--- config.mk ---
export PLATFORM = sky130hd
export DESIGN_NAME = rgb_led_hue_fade_controller
export DESIGN_NICKNAME = d
export VERILOG_FILES = /design/src/design/rgbhf_pkg.sv /design/src/design/rgb_led_hue_fade_controller.sv /design/src/design/rgbhf_regs.sv /design/src/design/rgbhf_ctrl.sv /design/src/design/rgbhf_hsb.sv
export SDC_FILE = /design/constraint.sdc
export NUM_CORES = 1
export LEC_CHECK = 0
export BUFFER_PORTS_ARGS = -buffer_cell sky130_fd_sc_hd__buf_2
export CAP_MARGIN = 20
export CORE_MARGIN = 3
export CORE_UTILIZATION = 55
export CTS_CLUSTER_DIAMETER = 120
export DETAILED_ROUTE_END_ITERATION = 6
export PLACE_DENSITY = 0.72
export SLEW_MARGIN = 5
export SYNTH_ARGS = -nofsm -noshare
export SYNTH_HDL_FRONTEND = slang
export SYNTH_SLANG_ARGS = --single-unit
--- constraint.sdc ---
create_clock -name clk_i -period 8.6 [get_ports clk_i]
set_clock_uncertainty 0.15 [all_clocks]
set_input_delay 1.29 -clock clk_i [delete_from_list [all_inputs] [get_ports clk_i]]
set_output_delay 1.29 -clock clk_i [all_outputs]
set_load 0.01 [all_outputs]
--- src/design/rgbhf_pkg.sv ---
// Shared types, codes and tables of the RGB LED hue fade controller.
// Used by every module of the block; depends on nothing.
`default_nettype none

package rgbhf_pkg;

  // Fixed sizes
  localparam int LED_SLOTS = 16;
  localparam int MAX_OUT   = 16;
  localparam int HUE_W     = 10;
  localparam int CNT_W     = 5;
  localparam int IDX_W     = 4;
  localparam int LVL_W     = 4;

  localparam logic [HUE_W-1:0] HUE_SPAN = 10'd768;

  // Level map
  localparam logic [LVL_W-1:0] WHITE_LEVEL   = 4'd7;
  localparam logic [LVL_W-1:0] RAINBOW_LEVEL = 4'd9;
  localparam logic [LVL_W-1:0] TOP_LEVEL     = 4'd9;

  // Event codes
  localparam logic [3:0] MODE_INIT   = 4'd0;
  localparam logic [3:0] MODE_TICK   = 4'd1;
  localparam logic [3:0] MODE_TOGGLE = 4'd2;
  localparam logic [3:0] MODE_ON     = 4'd3;
  localparam logic [3:0] MODE_OFF    = 4'd4;
  localparam logic [3:0] MODE_UP     = 4'd5;
  localparam logic [3:0] MODE_DOWN   = 4'd6;
  localparam logic [3:0] MODE_STEP   = 4'd7;
  localparam logic [3:0] MODE_SETB   = 4'd8;
  localparam logic [3:0] MODE_RAISE  = 4'd9;
  localparam logic [3:0] MODE_LOWER  = 4'd10;

  // Register indexes
  localparam logic [2:0] REG_LED_COUNT    = 3'd0;
  localparam logic [2:0] REG_BRIGHT_FLOOR = 3'd1;
  localparam logic [2:0] REG_BRIGHT_CEIL  = 3'd2;
  localparam logic [2:0] REG_SAVED_LEVEL  = 3'd3;
  localparam logic [2:0] REG_SAVED_ENABLE = 3'd4;
  localparam logic [2:0] REG_SAVED_BRIGHT = 3'd5;

  typedef struct packed {
    logic [CNT_W-1:0] led_count;
    logic [7:0]       bright_floor;
    logic [7:0]       bright_ceil;
    logic [LVL_W-1:0] saved_level;
    logic             saved_enable;
    logic [7:0]       saved_bright;
  } cfg_t;

  // Lighting state the refresh burst reads
  typedef struct packed {
    logic [HUE_W-1:0] hue_base;
    logic [7:0]       sat;
    logic [7:0]       drive;
    logic             rainbow;
  } lite_t;

  // Hue spacing between neighboring LEDs in rainbow mode: 768 / count
  function automatic logic [HUE_W-1:0] rainbow_step(input logic [CNT_W-1:0] cnt);
    logic [HUE_W-1:0] s;
    case (cnt)
      5'd1:    s = 10'd768;
      5'd2:    s = 10'd384;
      5'd3:    s = 10'd256;
      5'd4:    s = 10'd192;
      5'd5:    s = 10'd153;
      5'd6:    s = 10'd128;
      5'd7:    s = 10'd109;
      5'd8:    s = 10'd96;
      5'd9:    s = 10'd85;
      5'd10:   s = 10'd76;
      5'd11:   s = 10'd69;
      5'd12:   s = 10'd64;
      5'd13:   s = 10'd59;
      5'd14:   s = 10'd54;
      5'd15:   s = 10'd51;
      5'd16:   s = 10'd48;
      default: s = 10'd0;
    endcase
    return s;
  endfunction

  // Fixed hue of a static color level: ((lv - 1) * 128) mod 768
  function automatic logic [HUE_W-1:0] level_hue(input logic [LVL_W-1:0] lv);
    logic [LVL_W-1:0] v;
    logic [LVL_W-1:0] r;
    v = lv - 4'd1;
    if (v >= 4'd12) begin
      r = v - 4'd12;
    end else if (v >= 4'd6) begin
      r = v - 4'd6;
    end else begin
      r = v;
    end
    return {r[2:0], 7'b0};
  endfunction

endpackage

`default_nettype wire

--- src/design/rgb_led_hue_fade_controller.sv ---
// RGB LED hue fade controller: one event request in, a burst of LED colors out.
// An event is taken only while the block is idle. An event that refreshes no
// colors leaves the block idle and ready for the next event; a refresh with no
// active LEDs goes back to idle from the load state. A refresh emits one color
// per active LED (min(led_count, LED_SLOTS, 16)): each color needs three passes
// through the single shared 9x8 multiplier of the conversion unit, a done phase
// and a hand-over to the output register. The next color is computed while one
// still waits there; a color that is still waiting holds the hand-over of the
// next. Depends on rgbhf_pkg, rgbhf_regs, rgbhf_ctrl and rgbhf_hsb.
`default_nettype none

module rgb_led_hue_fade_controller #(
  parameter int                          LED_SLOTS     = rgbhf_pkg::LED_SLOTS,
  parameter logic [rgbhf_pkg::LVL_W-1:0] WHITE_LEVEL   = rgbhf_pkg::WHITE_LEVEL,
  parameter logic [rgbhf_pkg::LVL_W-1:0] RAINBOW_LEVEL = rgbhf_pkg::RAINBOW_LEVEL,
  parameter logic [rgbhf_pkg::LVL_W-1:0] TOP_LEVEL     = rgbhf_pkg::TOP_LEVEL
) (
  input  wire logic         clk_i,
  input  wire logic         rst_ni,
  input  wire logic         psel,
  input  wire logic         penable,
  input  wire logic         pwrite,
  input  wire logic [4:0]   paddr,
  input  wire logic [31:0]  pwdata,
  output logic      [31:0]  prdata,
  output logic              pready,
  input  wire logic         in_valid_i,
  output logic              in_ready_o,
  input  wire logic [3:0]   mode_i,
  input  wire logic [7:0]   value_i,
  output logic              out_valid_o,
  input  wire logic         out_ready_i,
  output logic [3:0]        led_index_o,
  output logic [7:0]        red_o,
  output logic [7:0]        green_o,
  output logic [7:0]        blue_o,
  output logic              last_o
);

  localparam int HW  = rgbhf_pkg::HUE_W;
  localparam int CW  = rgbhf_pkg::CNT_W;
  localparam int IW  = rgbhf_pkg::IDX_W;
  localparam int CAP = (LED_SLOTS < rgbhf_pkg::MAX_OUT) ?
                       LED_SLOTS : rgbhf_pkg::MAX_OUT;

  localparam logic [1:0] S_IDLE = 2'd0;
  localparam logic [1:0] S_LOAD = 2'd1;
  localparam logic [1:0] S_WAIT = 2'd2;
  localparam logic [1:0] S_EMIT = 2'd3;

  rgbhf_pkg::cfg_t  cfg;
  rgbhf_pkg::lite_t lite;

  logic [1:0]    state_q, state_d;
  logic [IW-1:0] idx_q, idx_d;
  logic [CW-1:0] cnt_q, cnt_d;
  logic [HW-1:0] hue_q, hue_d;
  logic [HW-1:0] step_q, step_d;
  logic          out_valid_q, out_valid_d;
  logic [IW-1:0] out_idx_q;
  logic [7:0]    out_r_q, out_g_q, out_b_q;
  logic          out_last_q;

  logic          in_fire;
  logic          evt_refresh;
  logic [CW-1:0] act_cnt;
  logic [HW:0]   hue_sum;
  logic [HW-1:0] hue_nxt;
  logic          is_last;
  logic          out_free;
  logic          load_out;
  logic          conv_start;
  logic [HW-1:0] conv_hue;
  logic          conv_done;
  logic [7:0]    conv_r, conv_g, conv_b;

  rgbhf_regs u_regs (
    .clk_i   (clk_i),
    .rst_ni  (rst_ni),
    .psel    (psel),
    .penable (penable),
    .pwrite  (pwrite),
    .paddr   (paddr),
    .pwdata  (pwdata),
    .prdata  (prdata),
    .pready  (pready),
    .cfg_o   (cfg)
  );

  assign in_ready_o = (state_q == S_IDLE);
  assign in_fire    = in_valid_i && in_ready_o;

  rgbhf_ctrl #(
    .WHITE_LEVEL   (WHITE_LEVEL),
    .RAINBOW_LEVEL (RAINBOW_LEVEL),
    .TOP_LEVEL     (TOP_LEVEL)
  ) u_ctrl (
    .clk_i     (clk_i),
    .rst_ni    (rst_ni),
    .evt_en_i  (in_fire),
    .mode_i    (mode_i),
    .value_i   (value_i),
    .cfg_i     (cfg),
    .refresh_o (evt_refresh),
    .lite_o    (lite)
  );

  assign act_cnt  = (cfg.led_count > CW'(CAP)) ? CW'(CAP) : cfg.led_count;
  assign hue_sum  = {1'b0, hue_q} + {1'b0, step_q};
  assign hue_nxt  = (hue_sum >= {1'b0, rgbhf_pkg::HUE_SPAN}) ?
                    HW'(hue_sum - {1'b0, rgbhf_pkg::HUE_SPAN}) : hue_sum[HW-1:0];
  assign is_last  = (({1'b0, idx_q} + CW'(1)) == cnt_q);
  assign out_free = !out_valid_q || out_ready_i;
  assign load_out = (state_q == S_EMIT) && out_free;

  always_comb begin
    state_d    = state_q;
    idx_d      = idx_q;
    cnt_d      = cnt_q;
    hue_d      = hue_q;
    step_d     = step_q;
    conv_start = 1'b0;
    conv_hue   = hue_nxt;
    case (state_q)
      S_IDLE: begin
        if (in_fire && evt_refresh) state_d = S_LOAD;
      end
      S_LOAD: begin
        // lighting state now holds the event's result
        if (act_cnt != '0) begin
          conv_start = 1'b1;
          conv_hue   = lite.hue_base;
          cnt_d      = act_cnt;
          idx_d      = '0;
          hue_d      = lite.hue_base;
          step_d     = lite.rainbow ? rgbhf_pkg::rainbow_step(act_cnt) : '0;
          state_d    = S_WAIT;
        end else begin
          state_d = S_IDLE;
        end
      end
      S_WAIT: begin
        if (conv_done) state_d = S_EMIT;
      end
      S_EMIT: begin
        if (out_free) begin
          if (is_last) begin
            state_d = S_IDLE;
          end else begin
            conv_start = 1'b1;
            idx_d      = idx_q + IW'(1);
            hue_d      = hue_nxt;
            state_d    = S_WAIT;
          end
        end
      end
      default: state_d = S_IDLE;
    endcase
  end

  rgbhf_hsb u_hsb (
    .clk_i    (clk_i),
    .rst_ni   (rst_ni),
    .start_i  (conv_start),
    .hue_i    (conv_hue),
    .sat_i    (lite.sat),
    .bright_i (lite.drive),
    .done_o   (conv_done),
    .red_o    (conv_r),
    .green_o  (conv_g),
    .blue_o   (conv_b)
  );

  always_comb begin
    out_valid_d = out_valid_q;
    if (load_out) begin
      out_valid_d = 1'b1;
    end else if (out_ready_i) begin
      out_valid_d = 1'b0;
    end
  end

  always_ff @(posedge clk_i or negedge rst_ni) begin
    if (!rst_ni) begin
      state_q     <= S_IDLE;
      out_valid_q <= 1'b0;
    end else begin
      state_q     <= state_d;
      out_valid_q <= out_valid_d;
    end
  end

  always_ff @(posedge clk_i) begin
    idx_q  <= idx_d;
    cnt_q  <= cnt_d;
    hue_q  <= hue_d;
    step_q <= step_d;
    if (load_out) begin
      out_idx_q  <= idx_q;
      out_r_q    <= conv_r;
      out_g_q    <= conv_g;
      out_b_q    <= conv_b;
      out_last_q <= is_last;
    end
  end

  assign out_valid_o = out_valid_q;
  assign led_index_o = out_idx_q;
  assign red_o       = out_r_q;
  assign green_o     = out_g_q;
  assign blue_o      = out_b_q;
  assign last_o      = out_last_q;

endmodule

`default_nettype wire

--- src/design/rgbhf_regs.sv ---
// APB configuration registers of the hue fade controller.
// Depends on rgbhf_pkg for the register map and the cfg_t struct.
`default_nettype none

module rgbhf_regs (
  input  wire logic          clk_i,
  input  wire logic          rst_ni,
  input  wire logic          psel,
  input  wire logic          penable,
  input  wire logic          pwrite,
  input  wire logic [4:0]    paddr,
  input  wire logic [31:0]   pwdata,
  output logic      [31:0]   prdata,
  output logic               pready,
  output rgbhf_pkg::cfg_t    cfg_o
);

  rgbhf_pkg::cfg_t cfg_q, cfg_d;
  logic [2:0]      reg_idx;
  logic            wr_en;

  assign reg_idx = paddr[4:2];
  assign wr_en   = psel && penable && pwrite;
  assign pready  = 1'b1;
  assign cfg_o   = cfg_q;

  always_comb begin
    cfg_d = cfg_q;
    if (wr_en) begin
      case (reg_idx)
        rgbhf_pkg::REG_LED_COUNT:    cfg_d.led_count    = pwdata[4:0];
        rgbhf_pkg::REG_BRIGHT_FLOOR: cfg_d.bright_floor = pwdata[7:0];
        rgbhf_pkg::REG_BRIGHT_CEIL:  cfg_d.bright_ceil  = pwdata[7:0];
        rgbhf_pkg::REG_SAVED_LEVEL:  cfg_d.saved_level  = pwdata[3:0];
        rgbhf_pkg::REG_SAVED_ENABLE: cfg_d.saved_enable = pwdata[0];
        rgbhf_pkg::REG_SAVED_BRIGHT: cfg_d.saved_bright = pwdata[7:0];
        default: ;
      endcase
    end
  end

  always_comb begin
    case (reg_idx)
      rgbhf_pkg::REG_LED_COUNT:    prdata = {27'b0, cfg_q.led_count};
      rgbhf_pkg::REG_BRIGHT_FLOOR: prdata = {24'b0, cfg_q.bright_floor};
      rgbhf_pkg::REG_BRIGHT_CEIL:  prdata = {24'b0, cfg_q.bright_ceil};
      rgbhf_pkg::REG_SAVED_LEVEL:  prdata = {28'b0, cfg_q.saved_level};
      rgbhf_pkg::REG_SAVED_ENABLE: prdata = {31'b0, cfg_q.saved_enable};
      rgbhf_pkg::REG_SAVED_BRIGHT: prdata = {24'b0, cfg_q.saved_bright};
      default:                     prdata = 32'b0;
    endcase
  end

  always_ff @(posedge clk_i or negedge rst_ni) begin
    if (!rst_ni) begin
      cfg_q.led_count    <= 5'd16;
      cfg_q.bright_floor <= 8'd16;
      cfg_q.bright_ceil  <= 8'd255;
      cfg_q.saved_level  <= 4'd0;
      cfg_q.saved_enable <= 1'b0;
      cfg_q.saved_bright <= 8'd128;
    end else begin
      cfg_q <= cfg_d;
    end
  end

endmodule

`default_nettype wire

--- src/design/rgbhf_ctrl.sv ---
// Event decoder and lighting state (level, enable, brightness, hue, fade).
// Depends on rgbhf_pkg for event codes, level map and the cfg_t/lite_t structs.
`default_nettype none

module rgbhf_ctrl #(
  parameter logic [rgbhf_pkg::LVL_W-1:0] WHITE_LEVEL   = rgbhf_pkg::WHITE_LEVEL,
  parameter logic [rgbhf_pkg::LVL_W-1:0] RAINBOW_LEVEL = rgbhf_pkg::RAINBOW_LEVEL,
  parameter logic [rgbhf_pkg::LVL_W-1:0] TOP_LEVEL     = rgbhf_pkg::TOP_LEVEL
) (
  input  wire logic                  clk_i,
  input  wire logic                  rst_ni,
  input  wire logic                  evt_en_i,
  input  wire logic [3:0]            mode_i,
  input  wire logic [7:0]            value_i,
  input  wire rgbhf_pkg::cfg_t       cfg_i,
  output logic                       refresh_o,
  output rgbhf_pkg::lite_t           lite_o
);

  localparam int HW = rgbhf_pkg::HUE_W;
  localparam int LW = rgbhf_pkg::LVL_W;

  logic [LW-1:0] level_q, level_d;
  logic          en_q, en_d;
  logic [7:0]    bright_q, bright_d;
  logic [HW-1:0] hue_q, hue_d;
  logic [7:0]    sat_q, sat_d;
  logic [7:0]    drive_q, drive_d;
  logic          fading_q, fading_d;
  logic          rainbow_q, rainbow_d;
  logic [1:0]    tick_q, tick_d;
  logic [HW-1:0] fade_q, fade_d;
  logic          started_q, started_d;

  logic [LW-1:0] lvn;
  logic [LW:0]   lvs;
  logic [LW-1:0] apply_lv;
  logic          do_apply;
  logic          do_bright;
  logic [7:0]    bright_v;
  logic [8:0]    bsum;
  logic [1:0]    tp;
  logic [HW:0]   fade_inc;
  logic          refresh;

  function automatic logic [7:0] clamp(input logic [7:0] v, input logic [7:0] lo,
                                       input logic [7:0] hi);
    logic [7:0] r;
    if (v > hi) begin
      r = hi;
    end else if (v < lo) begin
      r = lo;
    end else begin
      r = v;
    end
    return r;
  endfunction

  assign tp       = tick_q + 2'd1;
  assign fade_inc = {1'b0, fade_q} + 11'd1;
  assign lvs      = {1'b0, level_q} + 5'd1;

  always_comb begin
    level_d   = level_q;
    en_d      = en_q;
    bright_d  = bright_q;
    hue_d     = hue_q;
    sat_d     = sat_q;
    drive_d   = drive_q;
    fading_d  = fading_q;
    rainbow_d = rainbow_q;
    tick_d    = tick_q;
    fade_d    = fade_q;
    started_d = started_q;
    refresh   = 1'b0;
    do_apply  = 1'b0;
    do_bright = 1'b0;
    apply_lv  = level_q;
    lvn       = level_q;
    bright_v  = bright_q;
    bsum      = 9'd0;

    case (mode_i)
      rgbhf_pkg::MODE_INIT: begin
        hue_d     = '0;
        sat_d     = 8'd255;
        drive_d   = cfg_i.bright_floor;
        level_d   = cfg_i.saved_level;
        en_d      = cfg_i.saved_enable;
        bright_d  = clamp(cfg_i.saved_bright, cfg_i.bright_floor, cfg_i.bright_ceil);
        apply_lv  = cfg_i.saved_enable ? cfg_i.saved_level : '0;
        do_apply  = 1'b1;
        started_d = 1'b1;
      end
      rgbhf_pkg::MODE_TICK: begin
        if (fading_q) begin
          if (tp > 2'd1) begin
            // fade step: show the current fade hue, then advance it
            tick_d  = 2'd0;
            hue_d   = fade_q;
            refresh = 1'b1;
            fade_d  = (fade_inc >= {1'b0, rgbhf_pkg::HUE_SPAN}) ? '0 : fade_inc[HW-1:0];
          end else begin
            tick_d = tp;
          end
        end
      end
      rgbhf_pkg::MODE_TOGGLE, rgbhf_pkg::MODE_ON, rgbhf_pkg::MODE_OFF: begin
        do_apply = 1'b1;
        if (mode_i == rgbhf_pkg::MODE_OFF || (mode_i == rgbhf_pkg::MODE_TOGGLE && en_q)) begin
          en_d     = 1'b0;
          apply_lv = '0;
        end else begin
          en_d     = 1'b1;
          lvn      = (level_q == '0) ? 4'd1 : level_q;
          level_d  = lvn;
          apply_lv = lvn;
        end
      end
      rgbhf_pkg::MODE_UP: begin
        do_apply = 1'b1;
        if (level_q < TOP_LEVEL) begin
          lvn  = lvs[LW-1:0];
          en_d = 1'b1;
        end
        level_d  = lvn;
        apply_lv = lvn;
      end
      rgbhf_pkg::MODE_DOWN: begin
        do_apply = 1'b1;
        if (level_q != '0) begin
          lvn  = level_q - 4'd1;
          en_d = (lvn != '0);
        end
        level_d  = lvn;
        apply_lv = lvn;
      end
      rgbhf_pkg::MODE_STEP: begin
        do_apply = 1'b1;
        lvn      = (lvs > {1'b0, TOP_LEVEL}) ? '0 : lvs[LW-1:0];
        en_d     = (lvn != '0);
        level_d  = lvn;
        apply_lv = lvn;
      end
      rgbhf_pkg::MODE_SETB: begin
        do_bright = 1'b1;
        bright_v  = value_i;
      end
      rgbhf_pkg::MODE_RAISE: begin
        do_bright = 1'b1;
        bsum      = {1'b0, bright_q} + {1'b0, value_i};
        bright_v  = (bsum > {1'b0, cfg_i.bright_ceil}) ? cfg_i.bright_ceil : bsum[7:0];
      end
      rgbhf_pkg::MODE_LOWER: begin
        do_bright = 1'b1;
        bsum      = {1'b0, cfg_i.bright_floor} + {1'b0, value_i};
        bright_v  = ({1'b0, bright_q} < bsum) ? cfg_i.bright_floor : bright_q - value_i;
      end
      default: ;
    endcase

    // Brightness changes count only after init
    if (do_bright && started_q) begin
      bright_d = clamp(bright_v, cfg_i.bright_floor, cfg_i.bright_ceil);
      if (en_q) begin
        drive_d = bright_d;
        refresh = 1'b1;
      end
    end

    if (do_apply) begin
      drive_d = (apply_lv == '0) ? 8'd0 : bright_d;
      if (apply_lv <= WHITE_LEVEL) begin
        fading_d  = 1'b0;
        rainbow_d = 1'b0;
        refresh   = 1'b1;
        if (apply_lv != '0) begin
          if (apply_lv == WHITE_LEVEL) begin
            sat_d = 8'd0;
          end else begin
            hue_d = rgbhf_pkg::level_hue(apply_lv);
            sat_d = 8'd255;
          end
        end
      end else begin
        sat_d     = 8'd255;
        fading_d  = 1'b1;
        rainbow_d = (apply_lv >= RAINBOW_LEVEL);
      end
    end
  end

  assign refresh_o      = refresh;
  assign lite_o.hue_base = hue_q;
  assign lite_o.sat      = sat_q;
  assign lite_o.drive    = drive_q;
  assign lite_o.rainbow  = rainbow_q;

  always_ff @(posedge clk_i or negedge rst_ni) begin
    if (!rst_ni) begin
      level_q   <= '0;
      en_q      <= 1'b0;
      bright_q  <= 8'd16;
      hue_q     <= '0;
      sat_q     <= 8'd255;
      drive_q   <= 8'd16;
      fading_q  <= 1'b0;
      rainbow_q <= 1'b0;
      tick_q    <= 2'd0;
      fade_q    <= '0;
      started_q <= 1'b0;
    end else if (evt_en_i) begin
      level_q   <= level_d;
      en_q      <= en_d;
      bright_q  <= bright_d;
      hue_q     <= hue_d;
      sat_q     <= sat_d;
      drive_q   <= drive_d;
      fading_q  <= fading_d;
      rainbow_q <= rainbow_d;
      tick_q    <= tick_d;
      fade_q    <= fade_d;
      started_q <= started_d;
    end
  end

endmodule

`default_nettype wire

--- src/design/rgbhf_hsb.sv ---
// Constant-brightness HSB to RGB conversion on one shared 9x8 multiplier.
// Three multiply passes per color under a small phase counter; uses rgbhf_pkg.
`default_nettype none

module rgbhf_hsb (
  input  wire logic                        clk_i,
  input  wire logic                        rst_ni,
  input  wire logic                        start_i,
  input  wire logic [rgbhf_pkg::HUE_W-1:0] hue_i,
  input  wire logic [7:0]                  sat_i,
  input  wire logic [7:0]                  bright_i,
  output logic                             done_o,
  output logic [7:0]                       red_o,
  output logic [7:0]                       green_o,
  output logic [7:0]                       blue_o
);

  localparam logic [2:0] P_IDLE = 3'd0;
  localparam logic [2:0] P_FRAC = 3'd1;
  localparam logic [2:0] P_X    = 3'd2;
  localparam logic [2:0] P_M    = 3'd3;
  localparam logic [2:0] P_DONE = 3'd4;

  logic [2:0]                  phase_q, phase_d;
  logic [rgbhf_pkg::HUE_W-1:0] hue_q;
  logic [7:0]                  sat_q, br_q;
  logic [7:0]                  t_q, x_q, m_q;
  logic [8:0]                  mul_a;
  logic [7:0]                  mul_b;
  logic [16:0]                 prod;
  logic [7:0]                  xm, bx;

  // Operand select for the shared multiplier
  always_comb begin
    case (phase_q)
      P_FRAC: begin
        mul_a = {1'b0, hue_q[7:0]};
        mul_b = sat_q;
      end
      P_X: begin
        mul_a = {1'b0, t_q};
        mul_b = br_q;
      end
      P_M: begin
        mul_a = 9'd256 - {1'b0, sat_q};
        mul_b = br_q;
      end
      default: begin
        mul_a = '0;
        mul_b = '0;
      end
    endcase
  end

  assign prod = {8'b0, mul_a} * {9'b0, mul_b};

  always_comb begin
    case (phase_q)
      P_IDLE:  phase_d = start_i ? P_FRAC : P_IDLE;
      P_FRAC:  phase_d = P_X;
      P_X:     phase_d = P_M;
      P_M:     phase_d = P_DONE;
      default: phase_d = P_IDLE;
    endcase
  end

  always_ff @(posedge clk_i or negedge rst_ni) begin
    if (!rst_ni) begin
      phase_q <= P_IDLE;
    end else begin
      phase_q <= phase_d;
    end
  end

  always_ff @(posedge clk_i) begin
    if (phase_q == P_IDLE && start_i) begin
      hue_q <= hue_i;
      sat_q <= sat_i;
      br_q  <= bright_i;
    end
    if (phase_q == P_FRAC) t_q <= prod[15:8];
    if (phase_q == P_X)    x_q <= prod[15:8];
    if (phase_q == P_M)    m_q <= prod[15:8];
  end

  assign done_o = (phase_q == P_DONE);
  assign xm     = x_q + m_q;
  assign bx     = br_q - x_q;

  // Pick from the ring {m, x+m, b-x, m, x+m} by hue sector
  always_comb begin
    case (hue_q[9:8])
      2'd1: begin
        red_o   = m_q;
        green_o = bx;
        blue_o  = xm;
      end
      2'd2: begin
        red_o   = xm;
        green_o = m_q;
        blue_o  = bx;
      end
      default: begin
        red_o   = bx;
        green_o = xm;
        blue_o  = m_q;
      end
    endcase
  end

endmodule

`default_nettype wire
# After elaboration in Yosys (flattened, before gate mapping)
# Memories as Yosys holds them, arrays and structs flattened. A register that Yosys moved wholly into a read port is not among the register bits.
# Cells that the tools add are included.
# totals
ff_bits	192
romBits	320
inputBits	56
output_inout_bits	64
word_cells	234
memories	1
# mem_list
memory	words	word_bits	read_ports	rd_clocked_by_memory_dff	write_ports	line_no	source
(name not given)	32	10	1	1	0	rgbhf_pkg.sv:63	case (cnt)
# op_classes
add_sub_neg	17
n_mul	1
order_cmp	16
eq_ne	34
mux	86
reduce_logical	45
# op_table
op	n
8-bit 2-to-1 mux	18
10-bit 2-to-1 mux	13
8-bit case mux with 2 select lines	4
8-bit case mux with 6 select lines	1
4-bit 2-to-1 mux	10
10-bit case mux with 2 select lines	2
4-bit case mux with 5 select lines	2
9-bit case mux with 3 select lines	1
8-bit case mux with 3 select lines	1
11-bit by 10-bit greater-or-equal comparator with 1-bit output, second input constant	2
4-bit by 3-bit equality test with 1-bit output, second input constant	5
1-bit 2-to-1 mux	20
8-bit by 8-bit adder with 9-bit output	2
2-bit AND reduction	9
8-bit greater-than comparator	2
8-bit < comparator	2
9-bit by 8-bit multiplier with 16-bit output	1
4-bit nonzero test	4
8-bit subtractor	2
3-bit by 2-bit equality test with 1-bit output, second input constant	4
4-bit equality test, second input constant	3
4-bit zero test	3
2-bit 2-to-1 mux	6
3-bit case mux with 4 select lines	1
other kinds (46)	81

# Depth between registers and ports, before layout
# Gate-level depths: netlist (run 1).
# depth
depth_word	13
depth_mapped	28

# Hierarchy
# From an unflattened synthesis (run 1), not the netlist that was laid out.
# hier_totals
hier_cells	1788
area_unflattened_um2	16950.0
# modules_own_cells
mod	n_inst	cells_per_inst	area_each_um2	seq_area_each_um2
rgbhf_ctrl	1	826	6678.9	1363.8
rgbhf_hsb	1	553	5230.0	1576.5
rgb_led_hue_fade_controller	1	262	3193.1	1816.7
rgbhf_regs	1	147	1848.0	864.6

# Least setup slack after synthesis (run 1)
# Ideal clock, no wire load.
# synth_path
path_kind	in2reg
start	in value_i[1]
end	reg u_ctrl.drive_q[5]
t_arrival_ps	6390
setup_slack_ps	1930
cell_stages	24
path_cell_list	inv_1 > ha_1 > nand2b_1 > a2111oi_0 > nor3_1 > xnor2_1 > ha_1 > and4_1 > a21boi_0 > o41ai_1 > and3b_1 > buf_2 > mux2_2 > a221oi_1 > a21oi_1 > ha_1 > a211o_1 > a21oi_1 > nor2_1 > a211oi_1 > nand2_2 > buf_6 > a211oi_1 > o21ai_0
# synth_via
elab_chain_len	10
# synth_rtl
item	line_no	source
start, declared	rgb_led_hue_fade_controller.sv:30	input wire logic [7:0] value_i,
8-bit by 8-bit adder with 9-bit output (on tied branches)	rgbhf_ctrl.sv:156, rgbhf_ctrl.sv:151	
8-bit by 9-bit < comparator with 1-bit output or 9-bit by 8-bit greater-than comparator with 1-bit output (tied branches)	rgbhf_ctrl.sv:157, rgbhf_ctrl.sv:152	
8-bit 2-to-1 mux (on tied branches)	rgbhf_ctrl.sv:157, rgbhf_ctrl.sv:152	
8-bit case mux with 3 select lines (*)	rgbhf_ctrl.sv:83	case (mode_i)
8-bit < comparator	rgbhf_ctrl.sv:51	end else if (v < lo) begin
8-bit 2-to-1 mux	rgbhf_ctrl.sv:51	
8-bit 2-to-1 mux (*)	rgbhf_ctrl.sv:49	if (v > hi) begin
8-bit 2-to-1 mux (on tied branches)	rgbhf_ctrl.sv:165, rgbhf_ctrl.sv:163	
8-bit 2-to-1 mux (on tied branches)	rgbhf_ctrl.sv:163, rgbhf_ctrl.sv:172	
8-bit 2-to-1 mux (*)	rgbhf_ctrl.sv:171	if (do_apply) begin
end signal, assigned	rgbhf_ctrl.sv:218	drive_q <= drive_d;
end, declared	rgbhf_ctrl.sv:28	logic [7:0] drive_q, drive_d;
# Mark *: on every way between the ends. The rest lies on a longest branch, timed or not.
# A chain may end at the register's enable or synchronous reset.

# Worst setup path in the final report (run 1)
# layout_path
start	in value_i[1]
end	reg u_ctrl.bright_q[0]
# layout_via
elab_chain_len	8
# layout_rtl
item	line_no	source
8-bit by 8-bit adder with 9-bit output (on tied branches)	rgbhf_ctrl.sv:156, rgbhf_ctrl.sv:151	
8-bit by 9-bit < comparator with 1-bit output or 9-bit by 8-bit greater-than comparator with 1-bit output (tied branches)	rgbhf_ctrl.sv:157, rgbhf_ctrl.sv:152	
8-bit 2-to-1 mux (on tied branches)	rgbhf_ctrl.sv:157, rgbhf_ctrl.sv:152	
8-bit case mux with 3 select lines (*)	rgbhf_ctrl.sv:83	
8-bit < comparator	rgbhf_ctrl.sv:51	
8-bit 2-to-1 mux	rgbhf_ctrl.sv:51	
8-bit 2-to-1 mux (*)	rgbhf_ctrl.sv:49	
8-bit 2-to-1 mux (*)	rgbhf_ctrl.sv:163	if (do_bright && started_q) begin
end signal, assigned	rgbhf_ctrl.sv:215	bright_q <= bright_d;
end, declared	rgbhf_ctrl.sv:25	logic [7:0] bright_q, bright_d;
# Marked as above.

==> out/qor.yml, run 1 <==
place:
  place.gp.congestion: 0.946
  dpl.cell_count: 2126
  port_buffers: 68
  dp_hpwl_um: 31200
worst_setup_path:
  path_max_fanout: 8
  crit_type: "in -> reg"
  crit_required_ns: 8.80
  startpoint_type: "primary input"
  cp-end-kind: "flop"
  critPathArrivalTime_ns: 7.37
  r2r-start: "u_hsb.sat_q[0]"
  startpoint: "value_i[1]"
logic_synthesis:
  syn_area_um2: 16400
  ys_top_cells_by_area: "edfxtp_1 (20%), dfrtp_1 (11%), ha_1 (11%)"
  syn_avg_cell_area_um2: 9.42
  syn_inst: 1736
  ys.flop_type: "edfxtp_1"
  synthArstFlopShare: 0.465
  synth_largest_area_cell: "edfxtp_1"
  synth-edff-count: 108
  ys_top_cells_by_count: "nand2_1 (166), inv_1 (149), ha_1 (145)"
  synth-seq-area-share: 0.344
  synth_top_area_share: 0.198
  ys_ff_latch: 202
  yosys_warnings: 0
  synth_most_common_cell: "nand2_1"
  synth_cell_type_count: 102
route:
  vias: 13261
  dr.pass1.iters: 6
  drt_wl_total_um: 40700
  wire_per_inst_um: 18.8
  final_antenna_net_count: 0
  drt-initial-drc-count: 1159
  remaining_drc_errors: 0
  viasPerCell: 6.12
clock_network:
  cts_tree: "done"
  clk_pin_slew_ns: 0.06
  clockBufferDepth: 3
  cts-buffers-inserted: 22
  cts_resized: 0
  htree_num_levels: 1
  cts_root_buffer: "clkbuf_16"
  clk_latency_ns: 0.51
  cts_hold_buf: 0
  cts_setup_buffers: 0
  cts.sink_count: 202
floorplanning:
  die_h_um: 178
  ios: 120
  dieArea_um2: 31800
  fp-row-count: 62
  start_util: 0.564
  core-area_um2: 29000
  die_w_um: 178
timing:
  finalHoldViolCount: 0
  slew_headroom: 0.414
  period_minus_slack_ns: 7.18
  fmax_mhz: 139
  rsz0062_at_grt: "false"
  tightest_slew_ns: 0.880
  finalMaxSlewViolations: 0
  fin_hold_ws_ns: 0.309
  finalSetupViolations: 0
  min_period_over_period: 0.835
  setup_tns_ns: 0
power_and_ir_drop:
  power.density_nw_per_um2: 309
  leakagePower_nw: 7.65
  vdd_ir_drop_max_uv: 211
  totalPowerFinal_mw: 5.47
layout:
  drive_gt1_frac: 0.131
  stdcell_count: 2168
  syn_to_final_growth_pct: 8.24
  postLayoutCoreUtil: 0.610
  antennaDiodeCount: 0
  nNetsFinal: 2015
run_status:
  status: "complete, no violations"
worst_hold_path:
  hp-class: "reg -> reg"
  hp-start: "u_ctrl.sat_q[3]"
grt:
  grt_pass1_vias: 12623
  grt-ovfl-total: 0
  grt_max_degree: 70
  grt_pass1_wl_um: 65000
  grt.total_usage: 0.254
  antenna_found_initial: 0
flow_run:
  maxCapViolCount: 0
where the power goes:
group | switching, mW | total, mW | internal, mW | leakage [nW]
sequential | 0.278 | 1.59 | 1.31 | 2.14
clock | 0.391 | 1.02 | 0.627 | 0.392
combinational | 1.71 | 2.86 | 1.16 | 5.12
total | 2.37 | 5.47 | 3.10 | 7.65
metrics by stage:
stage | worst slack [ns] | cell area [µm²]
global placement | 1.00 | 16900
finish | 1.42 | 17700
CTS | 1.56 | 17700
floorplan | 1.93 | 16400
detailed placement | 1.02 | 16900
global route | 0.977 | 17700
routing by layer:
metal	GRT usage	part of all wire	vias up
li1	-	-	6279
met1	0.314	0.40	6370
met2	0.446	0.50	484
met3	0.0275	0.052	128
met4	0.113	0.049	0
met5	0	0	-
registers in the layout, indices dropped and copies added (netlist names), 8 cells and up:
name / flops
u_regs.cfg_o: 34
hue_q: 10
step_q: 10
u_ctrl.fade_q: 10
u_ctrl.hue_q: 10
u_hsb.hue_q: 10
blue_o: 8
green_o: 8
red_o: 8
u_ctrl.bright_q: 8
u_ctrl.drive_q: 8
u_ctrl.sat_q: 8
u_hsb.br_q: 8
u_hsb.m_q: 8
u_hsb.sat_q: 8
u_hsb.t_q: 8
u_hsb.x_q: 8
worst max-delay path, stage by stage:
cell and delay, ns:
buf_2 0.16, inv_1 0.12, ha_1 0.31, nand2b_1 0.16, a2111oi_0 0.74, nor3_1 0.15
xnor2_1 0.24, ha_1 0.27, and4_1 0.17, a21boi_0 0.13, o41ai_1 0.46, and3b_1 0.40
mux2_2 0.37, a22oi_1 0.16, a31oi_1 0.21, ha_1 0.41, o21a_1 0.12, o21a_1 0.16
o21ai_0 0.15, a21oi_1 0.12, o21a_1 0.31, nor3_1 0.61, a221oi_1 0.17
layout make-up:
class / count / area, µm²
tap: 384 / 480
timing repair buffer: 79 / 453
inverter: 152 / 571
clock inverter: 11 / 148
multi-input combinational: 1311 / 9780
fill: 2464 / 11300
clock buffer: 29 / 651
sequential: 202 / 5620
logic make-up after synthesis:
logic type / share of synthesized area
adder cells (fa/ha/maj): 0.167
XOR/XNOR: 0.0321
buffers and inverters: 0.0644
multiplexers: 0.0518
flip-flops: 0.344
other: 0.000459
AO/OA/AOI/OAI: 0.188
AND/OR/NAND/NOR: 0.153
final timing paths:
check                                          end  slack, ns  cells past startpoint
worst max-delay path            u_ctrl.bright_q[0]       1.42                     23
worst min-delay path               u_ctrl.sat_q[3]       0.31                      2
worst max register to register        u_hsb.x_q[7]       1.71                     22
worst min register to register     u_ctrl.sat_q[3]       0.31                      2
max in group asynchronous         u_regs.cfg_o[26]       6.54                      2
min in group asynchronous              u_ctrl.en_q       0.55                      1
placed cells by master (no fill, tap or decap), types with 29 or more instances in the layout:
cell,instances
dfrtp_1,73
ha_1,145
a211oi_1,29
fa_1,46
nand2_1,166
a21oi_1,83
xnor2_1,41
buf_2,67
nor2_1,119
mux2_2,49
inv_1,149
a22oi_1,32
nand3_1,32
edfxtp_1,108
nor3_1,36
o21ai_0,126
Power figures use the tool's default switching activity.
==> run 2, diff against run 1 <==
==> constraint.sdc (replaced) <==
create_clock -name clk_i -period 6.8 [get_ports clk_i]
set_clock_uncertainty 0.15 [all_clocks]
set_input_delay 1.02 -clock clk_i [delete_from_list [all_inputs] [get_ports clk_i]]
set_output_delay 1.02 -clock clk_i [all_outputs]
set_load 0.01 [all_outputs]
==> run 2 against run 1 <==
  * Via count is 0.33% higher
  * Global-route usage is 0.54 points higher
  * Largest power group unchanged
  * Critical endpoint is now u_hsb.x_q[7]
  * Count of clock-buffer cells in the layout is 3 lower
  * Total power is 26% higher
  * Final cell count is 1.9% higher
  * Utilization is 0.79 points higher
  * Critical path depth is 3 lower
==> out/qor.yml, run 2 (synthesis results as in run 1) <==
run_status:
  status: "complete, no violations"
grt:
  grt-ovfl-total: 0
  grt.total_usage: 0.259
  grt_max_degree: 56
  antenna_found_initial: 0
  grt_pass1_wl_um: 66300
  grt_pass1_vias: 12987
timing:
  tightest_slew_ns: 0.854
  finalMaxSlewViolations: 0
  fin_hold_ws_ns: 0.310
  rsz0062_at_grt: "false"
  worst_slack_ns: 0.404
  fmax_mhz: 156
  finalSetupViolations: 0
  min_period_over_period: 0.941
  slew_headroom: 0.430
  finalHoldViolCount: 0
  period_minus_slack_ns: 6.40
place:
  post-place-ws_ns: -0.188
  dp_hpwl_um: 32000
  place.gp.congestion: 0.960
  port_buffers: 68
worst_setup_path:
  cp_slowest_cell: "dfrtp_1"
  startpoint: "u_hsb.phase_q[0]"
  crit_type: "reg -> reg"
  cp-end-kind: "flop"
  path_max_fanout: 17
  critPathArrivalTime_ns: 6.47
  r2r_cells: 20
  cpPeakStageDelay_ns: 0.70
  crit_chain: "and2b_1, a21oi_1, nor2_1, inv_1, nor2_1, fa_1, ha_1, inv_1, fa_1, fa_1, inv_1, ha_1, o21a_1, nor2_1, a211oi_4, o31a_4, or4_4, a31o_4, a21oi_2, xnor2_2"
  crit_path_end: "u_hsb.x_q[7]"
  startpoint_type: "flop"
  r2r_setup_slack_ns: 0.40
  r2r-start: "u_hsb.phase_q[0]"
  crit_required_ns: 6.87
  reg2reg_to: "u_hsb.x_q[7]"
layout:
  syn_to_final_growth_pct: 9.64
  antennaDiodeCount: 0
  nNetsFinal: 2057
  largest_reg_flops: 34
  final_common_cell: "nand2_1"
  drive_gt1_frac: 0.154
  final_cell_mix: "nand2_1 (166), inv_1 (149), ha_1 (145)"
clock_network:
  cts_tree: "done"
  cts.sink_count: 202
  htree_num_levels: 1
  clockBufferDepth: 3
  cts-buffers-inserted: 22
  clk_latency_ns: 0.51
  cts_root_buffer: "clkbuf_16"
  clk_pin_slew_ns: 0.06
floorplanning:
  ios: 120
  die_h_um: 178
  die_w_um: 178
  start_util: 0.564
  dieArea_um2: 31800
  fp-row-count: 62
  core-area_um2: 29000
route:
  vias: 13305
  wire_per_inst_um: 18.6
  final_antenna_net_count: 0
  drt_wl_total_um: 41000
  remaining_drc_errors: 0
  dr.pass1.iters: 7
  viasPerCell: 6.02
  drt-initial-drc-count: 1113
power_and_ir_drop:
  vdd_ir_drop_max_uv: 327
  leakagePower_nw: 7.82
  power.density_nw_per_um2: 385
worst_hold_path:
  hp-class: "reg -> reg"
flow_run:
  maxCapViolCount: 0
==> run 2: changes by cell type in the layout (fill, tap and decap cells not counted), sizes merged <==
cell,delta
buf,+42
clkinv,+5
clkbuf,-3
bufinv,-2
clkinvlp,+1
inv,-1
==> run 2: where the power goes <==
part           switching, mW  leakage (nW)  total [mW]  internal, mW
clock network          0.490         0.345        1.14         0.650
logic                   2.21          5.34        3.79          1.58
registers              0.321          2.14        1.98          1.66
==> run 2: per-layer routing <==
| layer | global-route usage | up-vias | part of all wire |
|---|---|---|---|
| met3 | 0.0315 | 139 | 0.054 |
| met2 | 0.437 | 512 | 0.48 |
| met5 | 0 | - | 0 |
| li1 | - | 6381 | - |
| met1 | 0.325 | 6273 | 0.41 |
| met4 | 0.138 | 0 | 0.062 |
==> run 2: layout make-up <==
type | instances | area, µm²
clock inverters | 14 | 119
flip-flops and latches | 202 | 5620
repair buffers | 121 | 768
well taps | 384 | 480
fillers | 2478 | 11100
multi-input cells | 1311 | 9800
clock buffers | 26 | 576
inverters | 152 | 571
==> run 2: metrics by stage <==
| stage | cell area, µm² | instances | setup TNS, ns | power, mW | utilization |
|---|---|---|---|---|---|
| final | 17900 | 2210 | 0 | 6.91 | 0.618 |
| after global routing | 17900 | 2210 | 0 | 7.49 | 0.618 |
| after CTS | 17900 | 2208 | 0 | 6.90 | 0.616 |
| after detailed placement | 17200 | 2168 | -1.88 | 5.74 | 0.592 |
| after global placement | 17200 | 2168 | -0.424 | 5.63 | 0.592 |
| after floorplan | 16400 | 1759 | 0 | 4.67 | - |
==> run 2: timing repair <==
item | 4_1_cts | 5_1_grt
resized for setup | 0 | 4
hold endpoints to repair | 0 | 0
setup endpoints to repair | 0 | 19
hold buffers | 0 | 0
buffers inserted | 0 | 0
==> run 2: worst min path at each step <==
stage / start / to / slack [ns] / cells past startpoint
after detailed placement: u_ctrl.sat_q[3] / u_ctrl.sat_q[3] / 0.30 / 2
final: u_ctrl.sat_q[3] / u_ctrl.sat_q[3] / 0.31 / 2
after CTS: u_ctrl.sat_q[5] / u_ctrl.sat_q[5] / 0.31 / 2
after global placement: u_ctrl.sat_q[0] / u_ctrl.sat_q[0] / 0.30 / 2
after floorplan: u_ctrl.drive_q[0] / u_hsb.br_q[0] / 0.28 / 0
after global routing: u_ctrl.sat_q[5] / u_ctrl.sat_q[5] / 0.32 / 2
==> run 2: critical path: cells and delay by family, from the launching register on <==
kind,cells,cell delay [ns]
buffers and inverters,3,0.27
AO/OA/AOI/OAI,6,1.08
AND/OR/NAND/NOR,5,1.65
flip-flops,1,0.70
XOR/XNOR,1,0.15
adder cells (fa/ha/maj),5,2.11
